`src/vu_pkg.sv`:
```
package vu_pkg;

    localparam int LVL_W = 7;
    localparam int SEG_W = 5;
    localparam int LIT_W = 6;
    localparam int COL_W = 16;
    localparam int LIM_W = 9;
    localparam int T_W   = 9;

    localparam logic [LVL_W-1:0] LEVEL_MAX   = 7'd100;
    localparam logic [6:0]       MUTE_Q8     = 7'd115;
    localparam logic [12:0]      RECIP_100   = 13'd5243;
    localparam int               RECIP_SHIFT = 19;
    localparam logic [T_W-1:0]   T_ONE       = 9'd256;

    typedef enum logic [2:0] {
        CFG_GREEN  = 3'd0,
        CFG_ORANGE = 3'd1,
        CFG_RED    = 3'd2,
        CFG_TRACK  = 3'd3,
        CFG_RISE   = 3'd4,
        CFG_FALL   = 3'd5,
        CFG_GLIM   = 3'd6,
        CFG_OLIM   = 3'd7
    } t_cfg_idx;

    typedef enum logic [1:0] {
        SRC_TRACK = 2'd0,
        SRC_LOW   = 2'd1,
        SRC_HIGH  = 2'd2,
        SRC_RED   = 2'd3
    } t_col_src;

    typedef struct packed {
        logic [COL_W-1:0] green;
        logic [COL_W-1:0] orange;
        logic [COL_W-1:0] red;
        logic [COL_W-1:0] track;
        logic [LVL_W-1:0] rise;
        logic [LVL_W-1:0] fall;
        logic [LIM_W-1:0] glim;
        logic [LIM_W-1:0] olim;
    } t_cfg;

    typedef struct packed {
        logic                  muted;
        logic [1:0][LVL_W-1:0] level;
        logic [1:0][LIT_W-1:0] lit;
    } t_job;

    typedef struct packed {
        logic             side;
        logic [SEG_W-1:0] seg;
        logic             lit;
        logic             last;
        logic [LVL_W-1:0] level;
        logic             muted;
    } t_meta;

endpackage

```
`src/vu_front.sv`:
```
module vu_front #(
    parameter int CHANNELS = 4,
    parameter int SEGMENTS = 16
) (
    input  logic          i_clk,
    input  logic          i_rst_n,
    input  logic          i_push,
    output logic          o_full,
    input  logic [1:0]    i_channel,
    input  logic [7:0]    i_left_level,
    input  logic [7:0]    i_right_level,
    input  logic          i_muted,
    input  vu_pkg::t_cfg  i_cfg,
    output logic          o_job_valid,
    output vu_pkg::t_job  o_job,
    input  logic          i_job_full
);
    import vu_pkg::*;

    localparam int NCH = (CHANNELS < 4) ? CHANNELS : 4;
    localparam int IW  = (NCH > 1) ? $clog2(NCH) : 1;
    localparam logic [2:0] NCH_V = 3'(NCH);

    logic             r_valid;
    logic [1:0]       r_ch;
    logic [1:0][7:0]  r_lvl_in;
    logic             r_muted;
    logic [LVL_W-1:0] r_lvl [NCH][2];

    logic             in_range;
    logic             drain;
    logic             accept;
    logic [IW-1:0]    idx;
    logic [1:0][LVL_W-1:0] n_lvl;

    function automatic logic [LVL_W-1:0] step_level(
        input logic [LVL_W-1:0] lv,
        input logic [7:0]       lvl_in,
        input logic [LVL_W-1:0] rise,
        input logic [LVL_W-1:0] fall
    );
        logic [LVL_W-1:0] target;
        logic [LVL_W:0]   sum;
        logic [LVL_W:0]   lim;
        logic [LVL_W-1:0] res;
        target = (lvl_in > 8'(LEVEL_MAX)) ? LEVEL_MAX : lvl_in[LVL_W-1:0];
        if (target > lv) begin
            sum = {1'b0, lv} + {1'b0, rise};
            res = (sum > {1'b0, target}) ? target : sum[LVL_W-1:0];
        end else begin
            lim = {1'b0, target} + {1'b0, fall};
            res = ({1'b0, lv} >= lim) ? (lv - fall) : target;
        end
        return res;
    endfunction

    function automatic logic [LIT_W-1:0] lit_count(input logic [LVL_W-1:0] lv);
        logic [11:0] x;
        logic [24:0] p;
        x = 12'(lv) * 12'(SEGMENTS);
        p = 25'(x) * 25'(RECIP_100);
        return p[RECIP_SHIFT +: LIT_W];
    endfunction

    assign idx      = r_ch[IW-1:0];
    assign in_range = {1'b0, r_ch} < NCH_V;
    assign drain    = r_valid && (!i_job_full || !in_range);
    assign o_full   = r_valid && !drain;
    assign accept   = i_push && !o_full;

    always_comb begin
        for (int s = 0; s < 2; s++) begin
            n_lvl[s] = step_level(r_lvl[idx][s], r_lvl_in[s], i_cfg.rise, i_cfg.fall);
        end
        o_job_valid = drain && in_range;
        o_job.muted = r_muted;
        for (int s = 0; s < 2; s++) begin
            o_job.level[s] = n_lvl[s];
            o_job.lit[s]   = lit_count(n_lvl[s]);
        end
    end

    always_ff @(posedge i_clk) begin
        if (!i_rst_n) begin
            r_valid <= 1'b0;
        end else if (accept) begin
            r_valid <= 1'b1;
        end else if (drain) begin
            r_valid <= 1'b0;
        end
    end

    always_ff @(posedge i_clk) begin
        if (accept) begin
            r_ch        <= i_channel;
            r_lvl_in[0] <= i_left_level;
            r_lvl_in[1] <= i_right_level;
            r_muted     <= i_muted;
        end
    end

    always_ff @(posedge i_clk) begin
        if (!i_rst_n) begin
            for (int c = 0; c < NCH; c++) begin
                r_lvl[c][0] <= '0;
                r_lvl[c][1] <= '0;
            end
        end else if (o_job_valid) begin
            r_lvl[idx][0] <= n_lvl[0];
            r_lvl[idx][1] <= n_lvl[1];
        end
    end

endmodule

```
`src/vu_fifo.sv`:
```
module vu_fifo (
    input  logic         i_clk,
    input  logic         i_rst_n,
    input  logic         i_push,
    input  vu_pkg::t_job i_data,
    output logic         o_full,
    input  logic         i_pop,
    output vu_pkg::t_job o_data,
    output logic         o_empty
);
    import vu_pkg::*;

    t_job       r_mem [2];
    logic       r_wp;
    logic       r_rp;
    logic [1:0] r_cnt;
    logic       wr;
    logic       rd;

    assign o_full  = r_cnt == 2'd2;
    assign o_empty = r_cnt == 2'd0;
    assign o_data  = r_mem[r_rp];
    assign wr      = i_push && !o_full;
    assign rd      = i_pop && !o_empty;

    always_ff @(posedge i_clk) begin
        if (!i_rst_n) begin
            r_wp  <= 1'b0;
            r_rp  <= 1'b0;
            r_cnt <= 2'd0;
        end else begin
            if (wr) begin
                r_wp <= !r_wp;
            end
            if (rd) begin
                r_rp <= !r_rp;
            end
            unique case ({wr, rd})
                2'b10:   r_cnt <= r_cnt + 2'd1;
                2'b01:   r_cnt <= r_cnt - 2'd1;
                default: r_cnt <= r_cnt;
            endcase
        end
    end

    always_ff @(posedge i_clk) begin
        if (wr) begin
            r_mem[r_wp] <= i_data;
        end
    end

endmodule

```
`src/vu_back.sv`:
```
module vu_back #(
    parameter int SEGMENTS = 16
) (
    input  logic          i_clk,
    input  logic          i_rst_n,
    input  vu_pkg::t_cfg  i_cfg,
    input  logic          i_job_empty,
    input  vu_pkg::t_job  i_job,
    output logic          o_job_pop,
    input  logic          i_pop,
    output logic          o_empty,
    output logic          o_side,
    output logic [4:0]    o_segment,
    output logic          o_lit,
    output logic [15:0]   o_segment_color,
    output logic [6:0]    o_level,
    output logic          o_last
);
    import vu_pkg::*;

    localparam int RW = $clog2(SEGMENTS) + 1;
    localparam logic [T_W-1:0]   F_Q     = T_W'(256 / SEGMENTS);
    localparam logic [RW-1:0]    F_R     = RW'(256 % SEGMENTS);
    localparam logic [RW-1:0]    F_N     = RW'(SEGMENTS);
    localparam logic [SEG_W-1:0] SEG_END = SEG_W'(SEGMENTS - 1);
    localparam int DIV_ST = 3;

    typedef struct packed {
        logic [16:0]    rem;
        logic [T_W-1:0] q;
    } t_div;

    logic             r_side;
    logic [SEG_W-1:0] r_seg;
    logic [T_W-1:0]   r_fq;
    logic [RW-1:0]    r_fr;

    logic             r_dv   [DIV_ST+1];
    logic [16:0]      r_rem  [DIV_ST+1];
    logic [LIM_W-1:0] r_den  [DIV_ST+1];
    logic [T_W-1:0]   r_q    [DIV_ST+1];
    t_col_src         r_src  [DIV_ST+1];
    t_meta            r_meta [DIV_ST+1];

    logic             r_cv;
    logic [COL_W-1:0] r_col;
    t_meta            r_cmeta;

    logic             r_ov;
    logic [COL_W-1:0] r_ocol;
    t_meta            r_ometa;

    logic             adv;
    logic             issue;
    logic             seg_end;
    logic [RW-1:0]    fr_sum;
    logic [T_W-1:0]   n_fq;
    logic [RW-1:0]    n_fr;
    t_meta            meta0;
    t_col_src         src0;
    logic [LIM_W-1:0] num0;
    logic [LIM_W-1:0] den0;
    logic [T_W-1:0]   t_cl;
    logic [COL_W-1:0] n_col;

    function automatic t_div div3(
        input logic [16:0]      rem,
        input logic [LIM_W-1:0] den,
        input logic [T_W-1:0]   q,
        input int               top
    );
        t_div        res;
        logic [17:0] d;
        logic [17:0] rr;
        int          i;
        rr    = {1'b0, rem};
        res.q = q;
        for (int j = 0; j < 3; j++) begin
            i = top - j;
            d = {9'b0, den} << i;
            if (rr >= d) begin
                rr       = rr - d;
                res.q[i] = 1'b1;
            end
        end
        res.rem = rr[16:0];
        return res;
    endfunction

    function automatic logic [5:0] lerp_c(
        input logic [5:0]     a,
        input logic [5:0]     b,
        input logic [T_W-1:0] t
    );
        logic signed [6:0]  d;
        logic signed [9:0]  ts;
        logic signed [16:0] p;
        logic signed [16:0] pa;
        logic signed [16:0] sh;
        d  = $signed({1'b0, b}) - $signed({1'b0, a});
        ts = $signed({1'b0, t});
        p  = d * ts;
        pa = p + (p[16] ? 17'sd255 : 17'sd0);
        sh = pa >>> 8;
        return a + sh[5:0];
    endfunction

    function automatic logic [COL_W-1:0] lerp565(
        input logic [COL_W-1:0] a,
        input logic [COL_W-1:0] b,
        input logic [T_W-1:0]   t
    );
        logic [5:0] r;
        logic [5:0] g;
        logic [5:0] bl;
        r  = lerp_c({1'b0, a[15:11]}, {1'b0, b[15:11]}, t);
        g  = lerp_c(a[10:5], b[10:5], t);
        bl = lerp_c({1'b0, a[4:0]}, {1'b0, b[4:0]}, t);
        return {r[4:0], g, bl[4:0]};
    endfunction

    function automatic logic [5:0] dim_c(input logic [5:0] c);
        logic [12:0] p;
        p = 13'(c) * 13'(MUTE_Q8);
        return {1'b0, p[12:8]};
    endfunction

    function automatic logic [COL_W-1:0] dim565(input logic [COL_W-1:0] c);
        logic [5:0] r;
        logic [5:0] g;
        logic [5:0] bl;
        r  = dim_c({1'b0, c[15:11]});
        g  = dim_c(c[10:5]);
        bl = dim_c({1'b0, c[4:0]});
        return {r[4:0], g, bl[4:0]};
    endfunction

    assign adv       = !r_ov || i_pop;
    assign issue     = adv && !i_job_empty;
    assign seg_end   = r_seg == SEG_END;
    assign o_job_pop = issue && seg_end && r_side;

    always_comb begin
        fr_sum = r_fr + F_R;
        if (fr_sum >= F_N) begin
            n_fr = fr_sum - F_N;
            n_fq = r_fq + F_Q + T_W'(1);
        end else begin
            n_fr = fr_sum;
            n_fq = r_fq + F_Q;
        end
    end

    always_comb begin
        meta0.side  = r_side;
        meta0.seg   = r_seg;
        meta0.lit   = {1'b0, r_seg} < i_job.lit[r_side];
        meta0.last  = r_side && seg_end;
        meta0.level = i_job.level[r_side];
        meta0.muted = i_job.muted;
        num0 = r_fq;
        den0 = i_cfg.glim;
        priority if (!meta0.lit) begin
            src0 = SRC_TRACK;
        end else if (r_fq <= i_cfg.glim) begin
            src0 = SRC_LOW;
        end else if (r_fq <= i_cfg.olim) begin
            src0 = SRC_HIGH;
            num0 = r_fq - i_cfg.glim;
            den0 = i_cfg.olim - i_cfg.glim;
        end else begin
            src0 = SRC_RED;
        end
    end

    always_ff @(posedge i_clk) begin
        if (!i_rst_n) begin
            r_side <= 1'b0;
            r_seg  <= '0;
            r_fq   <= F_Q;
            r_fr   <= F_R;
        end else if (issue) begin
            if (seg_end) begin
                r_seg  <= '0;
                r_fq   <= F_Q;
                r_fr   <= F_R;
                r_side <= !r_side;
            end else begin
                r_seg <= r_seg + SEG_W'(1);
                r_fq  <= n_fq;
                r_fr  <= n_fr;
            end
        end
    end

    always_ff @(posedge i_clk) begin
        if (!i_rst_n) begin
            for (int k = 0; k <= DIV_ST; k++) begin
                r_dv[k] <= 1'b0;
            end
            r_cv <= 1'b0;
            r_ov <= 1'b0;
        end else if (adv) begin
            r_dv[0] <= !i_job_empty;
            for (int k = 1; k <= DIV_ST; k++) begin
                r_dv[k] <= r_dv[k-1];
            end
            r_cv <= r_dv[DIV_ST];
            r_ov <= r_cv;
        end
    end

    always_comb begin
        t_cl = (r_q[DIV_ST] > T_ONE) ? T_ONE : r_q[DIV_ST];
        unique case (r_src[DIV_ST])
            SRC_TRACK: n_col = i_cfg.track;
            SRC_LOW:   n_col = lerp565(i_cfg.green, i_cfg.orange, t_cl);
            SRC_HIGH:  n_col = lerp565(i_cfg.orange, i_cfg.red, t_cl);
            SRC_RED:   n_col = i_cfg.red;
            default:   n_col = i_cfg.red;
        endcase
    end

    always_ff @(posedge i_clk) begin
        t_div st;
        if (adv) begin
            r_meta[0] <= meta0;
            r_src[0]  <= src0;
            r_den[0]  <= den0;
            r_rem[0]  <= {num0, 8'b0};
            r_q[0]    <= '0;
            for (int k = 1; k <= DIV_ST; k++) begin
                st = div3(r_rem[k-1], r_den[k-1], r_q[k-1], 8 - 3 * (k - 1));
                r_rem[k]  <= st.rem;
                r_q[k]    <= st.q;
                r_den[k]  <= r_den[k-1];
                r_src[k]  <= r_src[k-1];
                r_meta[k] <= r_meta[k-1];
            end
            r_col   <= n_col;
            r_cmeta <= r_meta[DIV_ST];
            r_ocol  <= r_cmeta.muted ? dim565(r_col) : r_col;
            r_ometa <= r_cmeta;
        end
    end

    assign o_empty         = !r_ov;
    assign o_side          = r_ometa.side;
    assign o_segment       = r_ometa.seg;
    assign o_lit           = r_ometa.lit;
    assign o_segment_color = r_ocol;
    assign o_level         = r_ometa.level;
    assign o_last          = r_ometa.last;

endmodule

```
`src/segmented_vu_meter_driver_top.sv`:
```
// Channel   Direction  Handshake          Beat
// input     in         push / full        channel, left_level, right_level, muted
// result    out        empty / pop        side, segment, lit, segment_color, level, last
// config    in         i_cfg_we           i_cfg_addr, i_cfg_data
//
// The sequencer issues 2*SEGMENTS segments per item, one per cycle unless pop stalls.
// An item is registered in the front end, held there while the job queue is full, and
// then written into the queue. Each segment passes the divider stages, the colour
// register and the output register. Reset is synchronous and active low; it clears the
// display levels, valid flags and queue pointers. A stall on pop freezes the colour
// pipeline; the two-entry job queue lets the input side take beats until it fills.
module segmented_vu_meter_driver_top #(
    parameter int CHANNELS = 4,
    parameter int SEGMENTS = 16
) (
    input  logic        i_clk,
    input  logic        i_rst_n,
    input  logic        push,
    output logic        full,
    input  logic [1:0]  i_channel,
    input  logic [7:0]  i_left_level,
    input  logic [7:0]  i_right_level,
    input  logic        i_muted,
    output logic        empty,
    input  logic        pop,
    output logic        o_side,
    output logic [4:0]  o_segment,
    output logic        o_lit,
    output logic [15:0] o_segment_color,
    output logic [6:0]  o_level,
    output logic        o_last,
    input  logic        i_cfg_we,
    input  logic [2:0]  i_cfg_addr,
    input  logic [15:0] i_cfg_data
);
    import vu_pkg::*;

    t_cfg r_cfg;
    t_job fe_job;
    t_job q_job;
    logic fe_valid;
    logic q_full;
    logic q_empty;
    logic q_pop;

    always_ff @(posedge i_clk) begin
        if (!i_rst_n) begin
            r_cfg.green  <= 16'd1610;
            r_cfg.orange <= 16'd62560;
            r_cfg.red    <= 16'd57669;
            r_cfg.track  <= 16'd10565;
            r_cfg.rise   <= 7'd22;
            r_cfg.fall   <= 7'd8;
            r_cfg.glim   <= 9'd128;
            r_cfg.olim   <= 9'd179;
        end else if (i_cfg_we) begin
            unique case (t_cfg_idx'(i_cfg_addr))
                CFG_GREEN:  r_cfg.green  <= i_cfg_data;
                CFG_ORANGE: r_cfg.orange <= i_cfg_data;
                CFG_RED:    r_cfg.red    <= i_cfg_data;
                CFG_TRACK:  r_cfg.track  <= i_cfg_data;
                CFG_RISE:   r_cfg.rise   <= i_cfg_data[LVL_W-1:0];
                CFG_FALL:   r_cfg.fall   <= i_cfg_data[LVL_W-1:0];
                CFG_GLIM:   r_cfg.glim   <= i_cfg_data[LIM_W-1:0];
                CFG_OLIM:   r_cfg.olim   <= i_cfg_data[LIM_W-1:0];
                default:    r_cfg.olim   <= r_cfg.olim;
            endcase
        end
    end

    vu_front #(
        .CHANNELS (CHANNELS),
        .SEGMENTS (SEGMENTS)
    ) u_front (
        .i_clk         (i_clk),
        .i_rst_n       (i_rst_n),
        .i_push        (push),
        .o_full        (full),
        .i_channel     (i_channel),
        .i_left_level  (i_left_level),
        .i_right_level (i_right_level),
        .i_muted       (i_muted),
        .i_cfg         (r_cfg),
        .o_job_valid   (fe_valid),
        .o_job         (fe_job),
        .i_job_full    (q_full)
    );

    vu_fifo u_fifo (
        .i_clk   (i_clk),
        .i_rst_n (i_rst_n),
        .i_push  (fe_valid),
        .i_data  (fe_job),
        .o_full  (q_full),
        .i_pop   (q_pop),
        .o_data  (q_job),
        .o_empty (q_empty)
    );

    vu_back #(
        .SEGMENTS (SEGMENTS)
    ) u_back (
        .i_clk           (i_clk),
        .i_rst_n         (i_rst_n),
        .i_cfg           (r_cfg),
        .i_job_empty     (q_empty),
        .i_job           (q_job),
        .o_job_pop       (q_pop),
        .i_pop           (pop),
        .o_empty         (empty),
        .o_side          (o_side),
        .o_segment       (o_segment),
        .o_lit           (o_lit),
        .o_segment_color (o_segment_color),
        .o_level         (o_level),
        .o_last          (o_last)
    );

endmodule

```
`config.mk`:
```
export PLATFORM = sky130hd
export DESIGN_NAME = segmented_vu_meter_driver_top
export DESIGN_NICKNAME = d
export VERILOG_FILES = /design/src/vu_pkg.sv /design/src/vu_front.sv /design/src/vu_fifo.sv /design/src/vu_back.sv /design/src/segmented_vu_meter_driver_top.sv
export SDC_FILE = /design/constraint.sdc
export NUM_CORES = 2
export LEC_CHECK = 0
export ABC_CLOCK_PERIOD_IN_PS = 18600
export BUFFER_PORTS_ARGS = -buffer_cell sky130_fd_sc_hd__buf_2
export CAP_MARGIN = 20
export CORE_ASPECT_RATIO = 1.5
export CORE_UTILIZATION = 45
export DETAILED_ROUTE_END_ITERATION = 6
export SLEW_MARGIN = 20
export SYNTH_ARGS = -nofsm -noshare
export SYNTH_HDL_FRONTEND = slang
export SYNTH_SLANG_ARGS = --single-unit
```
`constraint.sdc`:
```
create_clock -name i_clk -period 18.6 [get_ports i_clk]
set_input_delay 3.72 -clock i_clk [delete_from_list [all_inputs] [get_ports i_clk]]
set_output_delay 3.72 -clock i_clk [all_outputs]
set_load 0.005 [all_outputs]
```
# Yosys cells after proc, flatten, opt, wreduce, memory -nomap -nowiden
# Memories as Yosys holds them, arrays and structs flattened. A register that Yosys moved wholly into a read port is not among the register bits.
# Cells that the tools add are included.
# Widths: inputs -> output; s select.
# word_totals
ff_bits	188
mem_bits_rw	322
inputBits	43
out_inout_bits	33
elab_cells	260
memories	8
# op_classes
n_addsub	41
mul	11
magnitude_cmp	23
n_eq_ne	14
mux	94
bitwise	4
reduce_logical	36
# memory_table
memory	words	word_bits	read_ports	rd_ports_with_merged_regs	wr	line	rtl
u_back.r_rem	4	17	3	0	4	vu_back.sv:39	logic [16:0] r_rem [DIV_ST+1];
u_back.r_meta	4	16	4	1	4	vu_back.sv:43	t_meta r_meta [DIV_ST+1];
u_front.r_lvl	4	14	1	1	4	vu_front.sv:28	logic [LVL_W-1:0] r_lvl [NCH][2];
u_fifo.r_mem	2	25	1	1	1	vu_fifo.sv:13	t_job r_mem [2];
u_back.r_den	4	9	3	0	4	vu_back.sv:40	logic [LIM_W-1:0] r_den [DIV_ST+1];
u_back.r_q	4	9	4	0	4	vu_back.sv:41	logic [T_W-1:0] r_q [DIV_ST+1];
+2 memories	-	-	-	-	-	-	
# op_table
cell	count
$mux 18	12
$mux 17	6
$mux 9	9
$mux 7	10
$mul 6x10->16	4
$pmux 16 s4	1
$add 13x13->13	4
$mux 8	6
$mul 7x13->20 const B	2
$mux 1	38
$mul 7x10->17	2
$add 7x7->8	4
$add 14x14->14	2
$mul 5x7->12 const B	2
$sub 5x5->6	4
$add 5x5->5	4
$reduce_and 2->1	10
$ge 18x10->1	1
$ge 18x12->1	1
$ge 18x13->1	1
$ge 18x15->1	1
$ge 18x16->1	1
$ge 18x9->1	1
$le 9x9->1	2
other kinds (51)	95

# Longest topological paths before layout
# An unclocked memory read counts as a cell.
# depth
depth_word	10
mapped_depth	43
ltp_nobuf	43

# By module
# Synthesis repeated with hierarchy kept, for this count alone.
# hier_totals
cells_unflattened	4592
hier_area_um2	45159.6
# by_module_without_submodules
module	instances	cells_each	area_each_um2	seq_area_each_um2
vu_back	1	3220	30331.6	6876.6
vu_front	1	901	8884.8	2312.2
segmented_vu_meter_driver_top	1	361	3766.1	1921.8
vu_fifo	1	110	2177.1	1721.7

# Worst setup path before layout
# OpenSTA, ideal clock, no wires.
# synth_path
path_kind	input to register
start	in pop
end	reg u_back.r_fq[8]
setup_time_ns	0.065
arrival_ns	9.911
required_ns	18.535
path_slack_ns	8.624
path_stages	7
path_buffers	0
path_cell_list	nor2_1 > inv_1 > o21ai_1 > or2_2 > nor2_1 > a22oi_1 > nor2b_1
# synth_via
elab_chain_cells	2
# synth_lines
element	line	rtl
start, declared	segmented_vu_meter_driver_top.sv:25	input logic pop,
$logic_or 1x1->1	vu_back.sv:138	assign adv = !r_ov || i_pop;
$logic_and 1x1->1	vu_back.sv:139	assign issue = adv && !i_job_empty;
end signal, assigned	vu_back.sv:190	r_fq <= n_fq;
end, declared	vu_back.sv:35	logic [T_W-1:0] r_fq;
# No other way between the ends.
# A chain may end at the register's enable or synchronous reset.

# Worst setup path in the final report
# layout_path
start	reg r_cfg[86] in the netlist's numbering
end	reg u_back.r_col[10] (data pin)
# layout_via
elab_chain_cells	6
# layout_lines
element	line	rtl
start, declared	segmented_vu_meter_driver_top.sv:38	t_cfg r_cfg;
$sub 6x6->7	vu_back.sv:100	d = $signed({1'b0, b}) - $signed({1'b0, a});
$mul 7x10->17	vu_back.sv:102	p = d * ts;
$mux 8	vu_back.sv:103	pa = p + (p[16] ? 17'sd255 : 17'sd0);
$add 14x14->14	vu_back.sv:103	
$add 6x6->6 (*)	vu_back.sv:105	return a + sh[5:0];
$pmux 16 s4 (*)	vu_back.sv:215	unique case (r_src[DIV_ST])
net u_back.n_col[10]	vu_back.sv:64	logic [COL_W-1:0] n_col;
end signal, assigned	vu_back.sv:240	r_col <= n_col;
end, declared	vu_back.sv:46	logic [COL_W-1:0] r_col;
# The timed path passes the listed nets; every way through them passes the cells marked *.

==> metrics.csv <==
metric;value;unit
most common cell in the netlist;ha_1;
Post-Syn Instances;4512;
Mapped Avg Cell Area;9.760;µm²
top cells by area, synth;edfxtp_1 (23%), ha_1 (20%), fa_1 (12%);
final antenna-violating net count;0;
initial core utilization;45.38;%
Yosys top cell area share;23.19;%
CTS tree;done;
WP buf/inv;5;
Yosys warning count;0;
Rows;140;
DR iter-0 viols;1543;
pin count of the biggest net entering global routing;130;
Worst slew margin;29.12;%
worst clock skew;0.03046;ns
busiest grt layer;met2;
CTS sink count;465;
critical path class;flop to flop;
first-pass GRT wire length;173700;µm
H-tree levels;2;
sequential cell area fraction in the yosys report;28.87;%
slowest CP cell;fa_1;
hpwl dp;86710;µm
RSZ-0062 raised after global routing;no;
clk slew on worst S/H paths;0.07;ns
Async S/R FF share, synth;0;%
Max Cap Viol;0;
worst-margin pin slew;1.063;ns
Min-Delay Path Class;flop to flop;
length of the first detailed-routing pass in iterations;5;
post-route clock period utilization;55.08;%
Tmin final;10.24;ns
via density per instance;5.405;
global routing usage on met1;23.38;%
nets;5569;
Worst path max stage delay;0.54;ns
number of remaining DRC errors;0;
met2 usage;43.73;%
total vias in the final route;31882;
Boundary Pins;76;
final wirelength;108500;µm
Final Setup Violations;0;
Max Freq;0.09762;GHz
Final TNS setup;0;ns
RD Place Congestion;0.9185;
initial antenna violation count;14;
Critical Path Sink Type;flop;
TritonCTS buffer count;51;
synthesized flop and latch total;465;
Hold Vio Cnt, Final;0;
Post-synth top cells;ha_1 (691), inv_1 (604), nand2_1 (473), nor2_1 (341), edfxtp_1 (340);
WL/cell;18.39;µm
Syn-to-layout area delta;8.294;%
die height;385.1;µm
crit path max fanout;7;
hold buffers post-CTS;0;
Crit path max-delay family;adder cells;
Core Box Area;0.09704;mm²
total track usage;22.26;%
worst-skew pair later-pin latency;0.64;ns
CP arrival;10.58;ns
fillers;9134;
Worst EP required;18.94;ns
vias in the first global route;33410;
Mapped Nets;5507;
Netlist cell types;96;
Synth Cell Area;0.04404;mm²
Root Driver;clkbuf_16;
Synth Flop Type;edfxtp_1;
Die Span X;257.4;µm
share of cells above drive strength 1;7.321;%
CP Launch Type;flop;
placed cells;5799;
IO Port Bufs;75;
Synth area leader;edfxtp_1;
CTS Buffer Depth;3;
max-slew violations;0;
post-CTS setup buffers;0;
non-filler instance count after layout;5899;
Resized cells post-CTS;0;
status;completed;
GR Util met3;2.636;%
grt ovf;0;
Post-synth EDFFs;340;
die area;0.09914;mm²
state kept, by name, summed over array words and instances, names as in the netlist, 5 cells and up, named ones only:
signal,flops
r_cfg,96
u_back.r_meta,64
u_front.r_lvl,56
u_fifo.r_mem,50
u_back.r_rem,34
u_back.r_den,27
u_back.r_q,18
u_back.o_segment_color,16
u_back.r_cmeta,16
u_back.r_col,16
u_front.r_lvl_in,16
u_back.r_fq,9
u_back.r_src,8
u_back.o_level,7
u_back.o_segment,5
u_back.r_seg,5
metrics by stage:
step / hold WS (ns) / utilization, % / worst slack [ns] / instance area (µm²)
global placement: 0.4007 / 47.33 / 8.634 / 45930
floorplan: 0.4003 / - / 8.624 / 44040
detailed placement: 0.4045 / 47.33 / 8.456 / 45930
finish: 0.4115 / 49.14 / 8.356 / 47690
CTS: 0.4103 / 49.13 / 8.393 / 47680
global route: 0.4209 / 49.13 / 7.663 / 47680
cells by family after synthesis:
kind of cell / synth area share [%]
AND/OR/NAND/NOR: 12.77
adder cells (fa/ha/maj): 31.50
AO/OA/AOI/OAI: 11.99
buffers and inverters: 6.160
flip-flops: 28.87
XOR/XNOR: 5.450
multiplexers: 3.265
per-layer routing:
layer | part of all wire, % | vias up
met5 | 0.10 | -
met1 | 37 | 15460
met2 | 54 | 584
li1 | - | 15572
met4 | 4.8 | 18
met3 | 3.8 | 248
final timing paths:
path	startpoint	to	slack, ns	depth (start not counted)
worst max-delay path	r_cfg[86]	u_back.r_col[10]	8.36	42
worst max register to register	r_cfg[86]	u_back.r_col[10]	8.36	42
worst min-delay path	u_back.r_q[2][6]	u_back.r_q[3][6]	0.41	0
worst min register to register	u_back.r_q[2][6]	u_back.r_q[3][6]	0.41	0
area by class of cell:
class                      count  area [µm²]  area share [%]
multi-input combinational   3332       28640           60.06
sequential                   465       12710           26.66
inverter                     608        2292           4.807
tap                         1278        1599           3.353
clock buffer                  63        1351           2.834
timing repair buffer         116       685.7           1.438
clock inverter                33       394.1          0.8265
antenna                        4       10.01         0.02099
layout by cell type, fill, tap and decap left out, drive strengths merged, types with 12 or more instances in the layout:
| master | count |
|---|---|
| a31oi | 12 |
| nand2b | 57 |
| mux2i | 15 |
| nor3 | 42 |
| fa | 261 |
| nand3 | 67 |
| nand4 | 38 |
| nor2b | 53 |
| mux2 | 36 |
| o31ai | 14 |
| a21o | 146 |
| buf | 116 |
| and3 | 21 |
| or2 | 23 |
| and2 | 71 |
| a211oi | 18 |
| or3 | 19 |
| mux4 | 38 |
| xnor2 | 194 |
| nor2 | 341 |
| clkbuf | 63 |
| a211o | 13 |
| a21boi | 76 |
| xor2 | 80 |
| o21ai | 123 |
| edfxtp | 340 |
| o21bai | 29 |
| ha | 691 |
| inv | 616 |
| a21oi | 197 |
| o21a | 39 |
| dfxtp | 125 |
| o211ai | 31 |
| clkinv | 17 |
| nand2 | 474 |
worst reg2reg max path, delay by kind of cell, from the launching register on:
kind	cells	cell delay, ns
adders and majority gates	8	3.39
AOI/OAI and AO/OA	15	2.97
xor gates and xnor gates	6	1.71
and+or+nand+nor	8	1.17
DFF	1	0.38
buffers and inverters	5	0.32
Power is not shown: default switching activity piles up to over one toggle a cycle in this logic, so the estimate is an artifact.
